File: src/hdl/rcmix_pkg.sv
// Shared types, register indexes and reset values for the RC arming and setpoint mixer.
package rcmix_pkg;

	localparam int FRAC_BITS_DEF       = 8;
	localparam int CHANNEL_DIVISOR_DEF = 30;

	localparam int CFG_INDEX_W = 3;
	localparam int CFG_DATA_W  = 15;

	localparam logic [14:0] ARM_THRESHOLD_RST  = 15'd750;
	localparam logic [14:0] ATTITUDE_LIMIT_RST = 15'd1500;
	localparam logic [14:0] HOLD_LIMIT_RST     = 15'd3750;
	localparam logic [14:0] YAW_DEADBAND_RST   = 15'd150;
	localparam logic [7:0]  ARM_TICKS_RST      = 8'd5;
	localparam logic [7:0]  ARMED_RELOAD_RST   = 8'd6;
	localparam logic [7:0]  DISARM_FLOOR_RST   = 8'd2;

	localparam logic [7:0] COUNT_MAX = 8'd255;

	typedef enum logic [CFG_INDEX_W-1:0] {
		CFG_ARM_THRESHOLD  = 3'd0,
		CFG_ATTITUDE_LIMIT = 3'd1,
		CFG_HOLD_LIMIT     = 3'd2,
		CFG_YAW_DEADBAND   = 3'd3,
		CFG_ARM_TICKS      = 3'd4,
		CFG_ARMED_RELOAD   = 3'd5,
		CFG_DISARM_FLOOR   = 3'd6
	} cfg_index_t;

	typedef enum logic [1:0] {
		PH_DISARMED = 2'd0,
		PH_ARMING   = 2'd1,
		PH_ARMED    = 2'd2
	} phase_t;

	typedef enum logic [1:0] {
		AXIS_UNSET    = 2'd0,
		AXIS_ATTITUDE = 2'd1,
		AXIS_RATE     = 2'd2,
		AXIS_HOLD     = 2'd3
	} axis_mode_t;

	typedef struct packed {
		logic signed [15:0] stick_pitch;
		logic signed [15:0] stick_roll;
		logic signed [15:0] stick_throttle;
		logic signed [15:0] stick_yaw;
		logic signed [15:0] stick_mode;
		logic signed [23:0] throttle_offset;
		logic signed [23:0] pitch_offset;
		logic signed [23:0] roll_offset;
		logic signed [23:0] yaw_measured;
		logic               imu_external;
	} stick_word_t;

	typedef struct packed {
		logic signed [23:0] mode_value;
		logic signed [23:0] throttle_set;
		logic signed [23:0] pitch_set;
		logic signed [23:0] roll_set;
		logic signed [23:0] yaw_set;
		logic [1:0]         roll_axis_mode;
		logic [1:0]         pitch_axis_mode;
		logic [1:0]         yaw_axis_mode;
		logic [1:0]         fourth_axis_mode;
		logic [1:0]         arm_state;
		logic               lamp_on;
	} set_word_t;

endpackage

File: src/hdl/rc_arming_and_setpoint_mixer.sv
// RC arming state machine and stick-to-setpoint mixer, three register stages.
//
//   channel   direction  handshake                 word
//   stick     in         stick_valid / stick_stall  rcmix_pkg::stick_word_t
//   set       out        set_valid / set_stall      rcmix_pkg::set_word_t
//   cfg       in         cfg_wen                    cfg_index, cfg_data
//
// One word per cycle sustained while set_stall is low; an accepted word passes through stages 1, 2 and 3 to set.
// Stage 1 holds the accepted word, stage 2 the constant-reciprocal products and the new
// arm state, stage 3 the offset sums after saturation.
// Reset clears all valid flags, the arm state, the yaw latch and the configuration registers to defaults.
// A stage advances when the stage after it is empty or advancing; stall on set holds a full stage 3.
module rc_arming_and_setpoint_mixer #(
	parameter int FRAC_BITS       = rcmix_pkg::FRAC_BITS_DEF,
	parameter int CHANNEL_DIVISOR = rcmix_pkg::CHANNEL_DIVISOR_DEF
) (
	input  logic                                clk,
	input  logic                                arst_n,
	input  logic                                stick_valid,
	output logic                                stick_stall,
	input  rcmix_pkg::stick_word_t              stick_word,
	output logic                                set_valid,
	input  logic                                set_stall,
	output rcmix_pkg::set_word_t                set_word,
	input  logic                                cfg_wen,
	input  logic [rcmix_pkg::CFG_INDEX_W-1:0]   cfg_index,
	input  logic [rcmix_pkg::CFG_DATA_W-1:0]    cfg_data
);

	localparam int QW    = 16 + FRAC_BITS;
	localparam int SHIFT = 24;
	localparam int RW    = SHIFT + FRAC_BITS + 1;
	localparam int PW    = 16 + RW;
	localparam int SUMW  = ((QW + 1 > 24) ? (QW + 1) : 24) + 1;
	localparam logic [RW-1:0] RECIP =
		RW'(((64'd1 << (SHIFT + FRAC_BITS)) + 64'(CHANNEL_DIVISOR) - 64'd1)
			/ 64'(CHANNEL_DIVISOR));
	localparam logic [SUMW-1:0] SAT_MAX = {{(SUMW-23){1'b0}}, {23{1'b1}}};
	localparam logic [SUMW-1:0] SAT_MIN = {{(SUMW-23){1'b1}}, {23{1'b0}}};

	function automatic logic [QW-1:0] scale_mag(input logic [15:0] mag);
		logic [PW-1:0] prod;
		prod = PW'(mag) * PW'(RECIP);
		return prod[SHIFT +: QW];
	endfunction

	function automatic logic [15:0] abs16(input logic [15:0] v);
		return v[15] ? 16'(-v) : v;
	endfunction

	function automatic logic [23:0] add_sat(input logic [QW-1:0] q, input logic neg,
		input logic [23:0] off);
		logic [SUMW-1:0] qx;
		logic [SUMW-1:0] ox;
		logic [SUMW-1:0] s;
		qx = {{(SUMW-QW){1'b0}}, q};
		ox = {{(SUMW-24){off[23]}}, off};
		s  = (qx ^ {SUMW{neg}}) + ox + SUMW'(neg);
		if ($signed(s) > $signed(SAT_MAX)) begin
			return SAT_MAX[23:0];
		end else if ($signed(s) < $signed(SAT_MIN)) begin
			return SAT_MIN[23:0];
		end else begin
			return s[23:0];
		end
	endfunction

	// configuration registers
	logic [14:0] arm_threshold_q, attitude_limit_q, hold_limit_q, yaw_deadband_q;
	logic [7:0]  arm_ticks_q, armed_reload_q, disarm_floor_q;

	always_ff @(posedge clk or negedge arst_n) begin
		if (!arst_n) begin
			arm_threshold_q  <= rcmix_pkg::ARM_THRESHOLD_RST;
			attitude_limit_q <= rcmix_pkg::ATTITUDE_LIMIT_RST;
			hold_limit_q     <= rcmix_pkg::HOLD_LIMIT_RST;
			yaw_deadband_q   <= rcmix_pkg::YAW_DEADBAND_RST;
			arm_ticks_q      <= rcmix_pkg::ARM_TICKS_RST;
			armed_reload_q   <= rcmix_pkg::ARMED_RELOAD_RST;
			disarm_floor_q   <= rcmix_pkg::DISARM_FLOOR_RST;
		end else if (cfg_wen) begin
			unique case (rcmix_pkg::cfg_index_t'(cfg_index))
				rcmix_pkg::CFG_ARM_THRESHOLD:  arm_threshold_q  <= cfg_data;
				rcmix_pkg::CFG_ATTITUDE_LIMIT: attitude_limit_q <= cfg_data;
				rcmix_pkg::CFG_HOLD_LIMIT:     hold_limit_q     <= cfg_data;
				rcmix_pkg::CFG_YAW_DEADBAND:   yaw_deadband_q   <= cfg_data;
				rcmix_pkg::CFG_ARM_TICKS:      arm_ticks_q      <= cfg_data[7:0];
				rcmix_pkg::CFG_ARMED_RELOAD:   armed_reload_q   <= cfg_data[7:0];
				rcmix_pkg::CFG_DISARM_FLOOR:   disarm_floor_q   <= cfg_data[7:0];
				default: begin
				end
			endcase
		end
	end

	// stage flow control
	logic valid_s1, valid_s2, set_valid_q;
	logic adv1, adv2, adv3;

	assign adv3        = !set_valid_q || !set_stall;
	assign adv2        = !valid_s2 || adv3;
	assign adv1        = !valid_s1 || adv2;
	assign stick_stall = !adv1;
	assign set_valid   = set_valid_q;

	always_ff @(posedge clk or negedge arst_n) begin
		if (!arst_n) begin
			valid_s1    <= 1'b0;
			valid_s2    <= 1'b0;
			set_valid_q <= 1'b0;
		end else begin
			if (adv1) begin
				valid_s1 <= stick_valid;
			end
			if (adv2) begin
				valid_s2 <= valid_s1;
			end
			if (adv3) begin
				set_valid_q <= valid_s2;
			end
		end
	end

	// stage 1: accepted word
	rcmix_pkg::stick_word_t word_s1;

	always_ff @(posedge clk) begin
		if (adv1 && stick_valid) begin
			word_s1 <= stick_word;
		end
	end

	// stage 1 decode: magnitudes, compares and arm machine
	logic [15:0] mag_pitch, mag_roll, mag_thr, mag_yaw, mag_mode;
	logic signed [16:0] mode_x;
	logic yaw_active, request;
	logic below_attitude, below_hold;

	assign mag_pitch = abs16(word_s1.stick_pitch);
	assign mag_roll  = abs16(word_s1.stick_roll);
	assign mag_thr   = abs16(word_s1.stick_throttle);
	assign mag_yaw   = abs16(word_s1.stick_yaw);
	assign mag_mode  = abs16(word_s1.stick_mode);

	assign mode_x         = {word_s1.stick_mode[15], word_s1.stick_mode};
	assign yaw_active     = mag_yaw > {1'b0, yaw_deadband_q};
	assign request        = !word_s1.imu_external && (mode_x > $signed({2'b00, arm_threshold_q}));
	assign below_attitude = mode_x < $signed({2'b00, attitude_limit_q});
	assign below_hold     = mode_x < $signed({2'b00, hold_limit_q});

	rcmix_pkg::phase_t     phase_q, phase_d;
	logic [7:0]            count_q, count_d;
	rcmix_pkg::axis_mode_t modes_q [4];
	rcmix_pkg::axis_mode_t modes_d [4];
	logic [23:0]           held_yaw_q;
	logic                  yaw_was_active_q;
	logic                  tick;

	assign tick = adv2 && valid_s1;

	always_comb begin
		logic [7:0] cnt_up;
		logic [7:0] cnt_dn;
		cnt_up  = (count_q == rcmix_pkg::COUNT_MAX) ? count_q : count_q + 8'd1;
		cnt_dn  = (count_q == 8'd0) ? count_q : count_q - 8'd1;
		phase_d = phase_q;
		count_d = count_q;
		modes_d = modes_q;
		if (request) begin
			unique case (phase_q)
				rcmix_pkg::PH_ARMING: begin
					count_d = cnt_up;
					if (cnt_up > arm_ticks_q) begin
						phase_d = rcmix_pkg::PH_ARMED;
					end
				end
				rcmix_pkg::PH_ARMED: begin
					modes_d[0] = rcmix_pkg::AXIS_ATTITUDE;
					modes_d[1] = rcmix_pkg::AXIS_ATTITUDE;
					if (below_attitude) begin
						modes_d[2] = rcmix_pkg::AXIS_RATE;
						modes_d[3] = rcmix_pkg::AXIS_HOLD;
					end else if (below_hold) begin
						modes_d[2] = yaw_active ? rcmix_pkg::AXIS_RATE
							: rcmix_pkg::AXIS_ATTITUDE;
						modes_d[3] = rcmix_pkg::AXIS_HOLD;
					end else begin
						modes_d[2] = rcmix_pkg::AXIS_RATE;
						modes_d[3] = rcmix_pkg::AXIS_RATE;
					end
					count_d = armed_reload_q;
				end
				default: begin
					phase_d = rcmix_pkg::PH_ARMING;
					count_d = 8'd0;
				end
			endcase
		end else begin
			if (phase_q == rcmix_pkg::PH_ARMED) begin
				count_d = cnt_dn;
				if (cnt_dn < disarm_floor_q) begin
					phase_d = rcmix_pkg::PH_DISARMED;
				end
			end else begin
				count_d = 8'd0;
				phase_d = rcmix_pkg::PH_DISARMED;
			end
		end
	end

	always_ff @(posedge clk or negedge arst_n) begin
		if (!arst_n) begin
			phase_q          <= rcmix_pkg::PH_DISARMED;
			count_q          <= 8'd0;
			modes_q          <= '{default: rcmix_pkg::AXIS_UNSET};
			held_yaw_q       <= 24'd0;
			yaw_was_active_q <= 1'b0;
		end else if (tick) begin
			phase_q          <= phase_d;
			count_q          <= count_d;
			modes_q          <= modes_d;
			yaw_was_active_q <= yaw_active;
			if (!yaw_active && yaw_was_active_q) begin
				held_yaw_q <= word_s1.yaw_measured;
			end
		end
	end

	// stage 2: products and arm outcome
	logic [QW-1:0] q_pitch_s2, q_roll_s2, q_thr_s2, q_yaw_s2, q_mode_s2;
	logic          n_pitch_s2, n_roll_s2, n_thr_s2, n_yaw_s2, n_mode_s2;
	logic [23:0]   off_thr_s2, off_pitch_s2, off_roll_s2, held_s2;
	logic          imu_s2, yaw_active_s2, request_s2;
	rcmix_pkg::axis_mode_t modes_s2 [4];
	rcmix_pkg::phase_t     phase_s2;

	always_ff @(posedge clk) begin
		if (tick) begin
			q_pitch_s2    <= scale_mag(mag_pitch);
			q_roll_s2     <= scale_mag(mag_roll);
			q_thr_s2      <= scale_mag(mag_thr);
			q_yaw_s2      <= scale_mag(mag_yaw);
			q_mode_s2     <= scale_mag(mag_mode);
			n_pitch_s2    <= word_s1.stick_pitch[15];
			n_roll_s2     <= word_s1.stick_roll[15];
			n_thr_s2      <= word_s1.stick_throttle[15];
			n_yaw_s2      <= word_s1.stick_yaw[15];
			n_mode_s2     <= word_s1.stick_mode[15];
			off_thr_s2    <= word_s1.throttle_offset;
			off_pitch_s2  <= word_s1.pitch_offset;
			off_roll_s2   <= word_s1.roll_offset;
			held_s2       <= held_yaw_q;
			imu_s2        <= word_s1.imu_external;
			yaw_active_s2 <= yaw_active;
			request_s2    <= request;
			modes_s2      <= modes_d;
			phase_s2      <= phase_d;
		end
	end

	// stage 3: offset sums and saturation
	rcmix_pkg::set_word_t set_word_q;

	always_ff @(posedge clk) begin
		if (adv3 && valid_s2) begin
			set_word_q.mode_value   <= imu_s2 ? 24'sd0
				: add_sat(q_mode_s2, n_mode_s2, 24'd0);
			set_word_q.throttle_set <= add_sat(q_thr_s2, n_thr_s2, off_thr_s2);
			set_word_q.pitch_set    <= add_sat(q_pitch_s2, n_pitch_s2, off_pitch_s2);
			set_word_q.roll_set     <= add_sat(q_roll_s2, n_roll_s2, off_roll_s2);
			set_word_q.yaw_set      <= yaw_active_s2 ? add_sat(q_yaw_s2, n_yaw_s2, 24'd0)
				: held_s2;
			set_word_q.roll_axis_mode   <= modes_s2[0];
			set_word_q.pitch_axis_mode  <= modes_s2[1];
			set_word_q.yaw_axis_mode    <= modes_s2[2];
			set_word_q.fourth_axis_mode <= modes_s2[3];
			set_word_q.arm_state        <= phase_s2;
			set_word_q.lamp_on          <= request_s2;
		end
	end

	assign set_word = set_word_q;

endmodule

File: config.mk
export PLATFORM = sky130hd
export DESIGN_NAME = rc_arming_and_setpoint_mixer
export DESIGN_NICKNAME = d
export VERILOG_FILES = /design/src/hdl/rcmix_pkg.sv /design/src/hdl/rc_arming_and_setpoint_mixer.sv
export SDC_FILE = /design/constraint.sdc
export NUM_CORES = 1
export LEC_CHECK = 0
export ABC_AREA = 1
export BUFFER_PORTS_ARGS = -buffer_cell sky130_fd_sc_hd__clkbuf_2
export CAP_MARGIN = 0
export CORE_MARGIN = 1.5
export CORE_UTILIZATION = 30
export CTS_BUF_LIST = sky130_fd_sc_hd__clkbuf_4 sky130_fd_sc_hd__clkbuf_8
export DETAILED_ROUTE_END_ITERATION = 10
export SKIP_CTS_REPAIR_TIMING = 1
export SKIP_LAST_GASP = 1
export SYNTH_ARGS = -nofsm -noshare
export SYNTH_HDL_FRONTEND = slang
export SYNTH_SLANG_ARGS = --single-unit
export TNS_END_PERCENT = 100
File: constraint.sdc
create_clock -name clk -period 14 [get_ports clk]
set_input_delay 2.8 -clock clk [delete_from_list [all_inputs] [get_ports clk]]
set_output_delay 2.8 -clock clk [all_outputs]
set_load 0.02 [all_outputs]
* Yosys cells after proc, flatten, opt, wreduce, memory -nomap -nowiden
Cells that the tools add are included.
** Word-level totals
- Flip-flop bits (word level) :: 652
- Word-level logic and storage cells :: 166
- Output and inout bits :: 133
- Input port bits :: 200
** Operators by class
- Muxes and demuxes :: 28
- $mul :: 5
- Eq/ne operators :: 9
- $lt $le $gt $ge :: 16
- Add/sub/neg operators :: 15
- Bitwise gates (word level) :: 5
- Reduce and logical (&&, ||, !) cells :: 26
** Operators with widths (count)
- multiplier 16 x 28 -> 44 bit, second input constant :: 5
- 2-to-1 mux 24 bit :: 7
- adder 26 x 1 -> 26 bit :: 5
- > comparator 26 x 24 -> 1 bit, second input constant :: 5
- less-than comparator 26 x 24 -> 1 bit, second input constant :: 5
- XOR 20 x 26 -> 26 bit :: 5
- 2-to-1 mux 16 bit :: 5
- negator 16 bit :: 5
- adder 26 bit :: 3
- 2-to-1 mux 8 bit :: 6
- less-than comparator 16 bit :: 2
- 2-to-1 mux 23 bit :: 1
- > comparator 16 x 15 -> 1 bit :: 1
- > comparator 16 bit :: 1
- one-hot mux 8 bit (2 select lines) :: 1
- AND reduction 2 bit :: 8
- 2-to-1 mux 2 bit :: 5
- equality test 3 bit, second input constant :: 3
- adder 8 x 1 -> 8 bit, second input constant :: 1
- equality test 8 bit, second input constant :: 1
- > comparator 8 bit :: 1
- logical NOT 8 bit :: 1
- less-than comparator 8 bit :: 1
- 2-to-1 mux 4 bit :: 2
- other kinds (11) :: 24

* Longest topological paths before layout
- Word-level depth :: 8
- Gate-level depth with buffers :: 35

* Worst setup path before layout
No wires, ideal clock.
- Path kind :: input -> register
- Start point :: in set_stall
- End point :: reg word_s1 (netlist bit mode_x[0]) (enable)
- Arrival time :: 10.461 ns
- Stages on the path :: 5
- Data required time :: 13.283 ns
- Library setup time :: 0.717 ns
- Slack :: 2.822 ns
- Cells stage by stage :: nand2_1 > nor2_1 > inv_1 > nor2_1 > nor2_1
** Between the ends
- Word-level cells in the longest chain between the ends :: 5
** RTL lines
- start, declared :: line rc_arming_and_setpoint_mixer.sv:23 : input logic set_stall,
- logical NOT 1 bit :: line rc_arming_and_setpoint_mixer.sv:100 : assign adv3 = !set_valid_q || !set_stall;
- logical OR 1 bit :: line rc_arming_and_setpoint_mixer.sv:100
- logical OR 1 bit :: line rc_arming_and_setpoint_mixer.sv:101 : assign adv2 = !valid_s2 || adv3;
- logical OR 1 bit :: line rc_arming_and_setpoint_mixer.sv:102 : assign adv1 = !valid_s1 || adv2;
- logical AND 1 bit :: line rc_arming_and_setpoint_mixer.sv:128 : if (adv1 && stick_valid) begin
- end signal, assigned :: line rc_arming_and_setpoint_mixer.sv:129 : word_s1 <= stick_word;
- end, declared :: line rc_arming_and_setpoint_mixer.sv:125 : rcmix_pkg::stick_word_t word_s1;
Every way passes these cells.
A chain may end at the register's enable or synchronous reset.

* Worst setup path after layout
- Start point :: in set_stall
- End point :: out stick_stall
** Between the ends
- Word-level cells in the longest chain between the ends :: 5
** RTL lines
- logical NOT 1 bit :: line rc_arming_and_setpoint_mixer.sv:100
- logical OR 1 bit :: line rc_arming_and_setpoint_mixer.sv:100
- logical OR 1 bit :: line rc_arming_and_setpoint_mixer.sv:101
- logical OR 1 bit :: line rc_arming_and_setpoint_mixer.sv:102
- logical NOT 1 bit :: line rc_arming_and_setpoint_mixer.sv:103 : assign stick_stall = !adv1;
- end, declared :: line rc_arming_and_setpoint_mixer.sv:20 : output logic stick_stall,
Every way passes these cells.

==> impl_results.md <==
- Hpwl dp: 113 mm
- Period Utilization, post-route: 50.0%
- Die area: 171000 um^2
- #FFs+latches synth: about 650
- DR DRC count: 0
- Core Rows: 150
- Die width: roughly 410 um
- Dpl ws: 6880 ps
- TNS Setup: 0 ps
- Crit path buffers/inverters: 3
- Max-cap viol count: 0
- Finished Layout Cells: 8533
- Max incr delay on CP: 650 ps
- Ys Warns: 0
- Clk buf depth: 3
- Cells after Synth: 5830
- Power Internal: 6.61 mW
- Power share of the clock group: 15.2%
- Final setup violation count: 0
- Worst slew margin: between 20% and 30%
- Max VDD drop: 0.000174 V
- Top FF cell, synth: edfxtp_1
- Syn_nets: 6836
- Slew @ Worst Pin: 1180 ps
- Vias in the first global route: 40200
- GPL Wtd Cong: 0.927
- Sequential fraction of design power: 23.0%
- Die Span Y: 413 um
- Nature of the critical path endpoint: output pin
- Final setup margin: about 7000 ps
- Fmax: 0.143 GHz
- GRT Total Usage: around 16%
- Fin area: about 57000 um^2
- First-iteration detailed-routing DRC count: roughly 2400
- Sw Ratio: 49.5%
- Area of placed instances: 54600 um^2
- Global-route wire length before repair: 219 mm
- Commonest non-fill, non-tap cell in the layout: nand2_1
- Avg WL per Cell: 16.4 um
- Area delta synth->final: 13.4%
- Worst hold margin: 408 ps
- Critical Path Fanout Max: 4
- Total gr overflow: 0
- Number of distinct library cells after synthesis: 56
- Final nets: a little over 7000
- Critical path arrival: roughly 4200 ps
- Fraction of layout cells with a size suffix above 1: about a tenth
- TritonCTS Buffers: 120
- CTS Sinks: around 650
- Clk_lat worst skew: 890 ps
- Psw: 6.48 mW
- Slowest CP cell: nor2_1
- Cell family with most CP delay: simple AND/OR/NAND/NOR gates
- Worst Skew: 60.7 ps
- Post-route ant nets: 0
- Power Density: between 200 and 250 nW/um^2
- CTS clk-pin slew, worst paths: 60 ps
- Worst setup SP type: input port
- Initial antenna violation count: 18
- RSZ-0062 raised after global routing: false
- Seq/Total Area, Yosys: 37.6%
- Synthesized area: 50500 um^2
- H-tree levels: 3
- Outcome: completed
- Mean Syn Cell Area: slightly below 9 um^2
- Core ar.: ~170000 um^2
- Number of I/O pins: 333
- CTS Root Cell: clkbuf_8
- WS Path Type: in2out
- Combinational fraction of design power: roughly three fifths
- Largest net degree at the start of global routing: 132
- Final Hold Fails: 0
- PortBufs: approximately 330
- Total iterations of the first detailed-routing run: 5
- Placed Cells: between 8000 and 9000
- Min cycle time layout: 7000 ps
- CP required: 11200 ps
- CP cell instances: clkbuf_2, nand2_1, nor2_1, inv_1, nor2_1, clkbuf_2
- Post-synth ARST share: 19.9%
- Most frequent cells in the layout: 1351 x nand2_1, 980 x inv_1, 658 x ha_1, 522 x edfxtp_1, 451 x nor2_1
- Slew Viols, Final: 0
- CTS tree: yes
- Worst hold path class: reg2reg
- Vias per cell: 4.66
- Drt total wl: roughly 140 mm
- Static leakage: roughly 28 nW
- Starting density of the core: 30.2%
- Number of flops mapped to enable cells by yosys: 522
- Via count: roughly 40000
sequential cells by signal (all words and copies together) (netlist names), 16 cells and up:
signal,flops
held_s2,24
held_yaw_q,24
mode_x,16
off_pitch_s2,24
off_roll_s2,24
off_thr_s2,24
q_mode_s2,20
q_pitch_s2,20
q_roll_s2,20
q_thr_s2,20
q_yaw_s2,20
set_word,131
word_s1,161
routing by layer:
layer	up-vias	wire, um	track usage [%]
met1	18700	63500	21.0
met4	10	3770	5.58
met2	917	66200	27.9
met3	204	6590	2.49
met5	-	55	0
li1	20000	-	-
path summary, 6_finish.rpt:
check / end / slack, ps / startpoint / depth (start not counted)
max reg2reg: q_thr_s2[13] / 7140 / word_s1[129] / 32
min in group asynchronous: yaw_deadband_q[0] / 1900 / arst_n / 1
max in group asynchronous: held_yaw_q[14] / 10670 / arst_n / 2
min: off_roll_s2[16] / 410 / word_s1[41] / 0
max: stick_stall / 7000 / set_stall / 6
min reg2reg: off_roll_s2[16] / 410 / word_s1[41] / 0
Yosys cell counts (8+ instances only):
cell type | number | share of area (%)
a211oi_1 | 9 | 0.13
a21boi_0 | 13 | 0.19
a21o_1 | 27 | 0.40
a21oi_1 | 302 | 3.0
a31oi_1 | 33 | 0.41
and3_1 | 13 | 0.16
buf_2 | 19 | 0.19
buf_6 | 8 | 0.18
clkbuf_1 | 41 | 0.30
dfrtp_1 | 100 | 5.0
dfstp_2 | 30 | 1.6
edfxtp_1 | 522 | 31
fa_1 | 148 | 5.9
ha_1 | 658 | 16
inv_1 | 980 | 7.3
nand2_1 | 1351 | 10
nand3_1 | 183 | 1.8
nand4_1 | 51 | 0.63
nor2_1 | 452 | 3.4
nor2_2 | 11 | 0.14
nor3_1 | 74 | 0.73
nor4_1 | 22 | 0.27
o211ai_1 | 15 | 0.22
o21a_1 | 12 | 0.18
o21ai_0 | 319 | 3.2
o21bai_1 | 35 | 0.52
or2_2 | 11 | 0.14
xnor2_1 | 68 | 1.2
xor2_1 | 254 | 4.4
through the flow:
stage | total power, mW | utilization (%)
final | 13.1 | 34.2
after global routing | 14.4 | 34.2
after CTS | 13.2 | 34.2
after detailed placement | 11.1 | 32.7
after global placement | 11.1 | 32.7
after floorplan | 8.89 | -
kinds of logic (layout without fill, tap and decap cells):
family,Yosys count,count (layout),synth area share (%)
XOR/XNOR,332,332,5.91
AO/OA/AOI/OAI,794,794,8.67
buffers and inverters,1060,1555,8.14
adder cells (fa/ha/maj),806,806,22.2
flip-flops,652,652,37.6
other,2,6,0.0149
AND/OR/NAND/NOR,2184,2184,17.5
power by group through the flow:
stage	Sequential, mW	Combinational, mW	Clock, mW
floorplan	3.15	5.73	0
global placement	3.05	8.06	0
detailed placement	3.06	8.07	0
CTS	3.03	8.13	2.07
global route	3.06	9.24	2.13
finish	3.02	8.09	1.98
final cells by class:
class                      count  area [um^2]
sequential                   652        19000
clock buffer                 142         1840
timing repair buffer         345         1780
clock inverter                84          757
multi-input combinational   4118        27400
antenna                        4         10.0
fill                       17300       110000
inverter                     984         3700
tap                         2204         2760
Note: power is estimated with default switching activity, not from simulation.
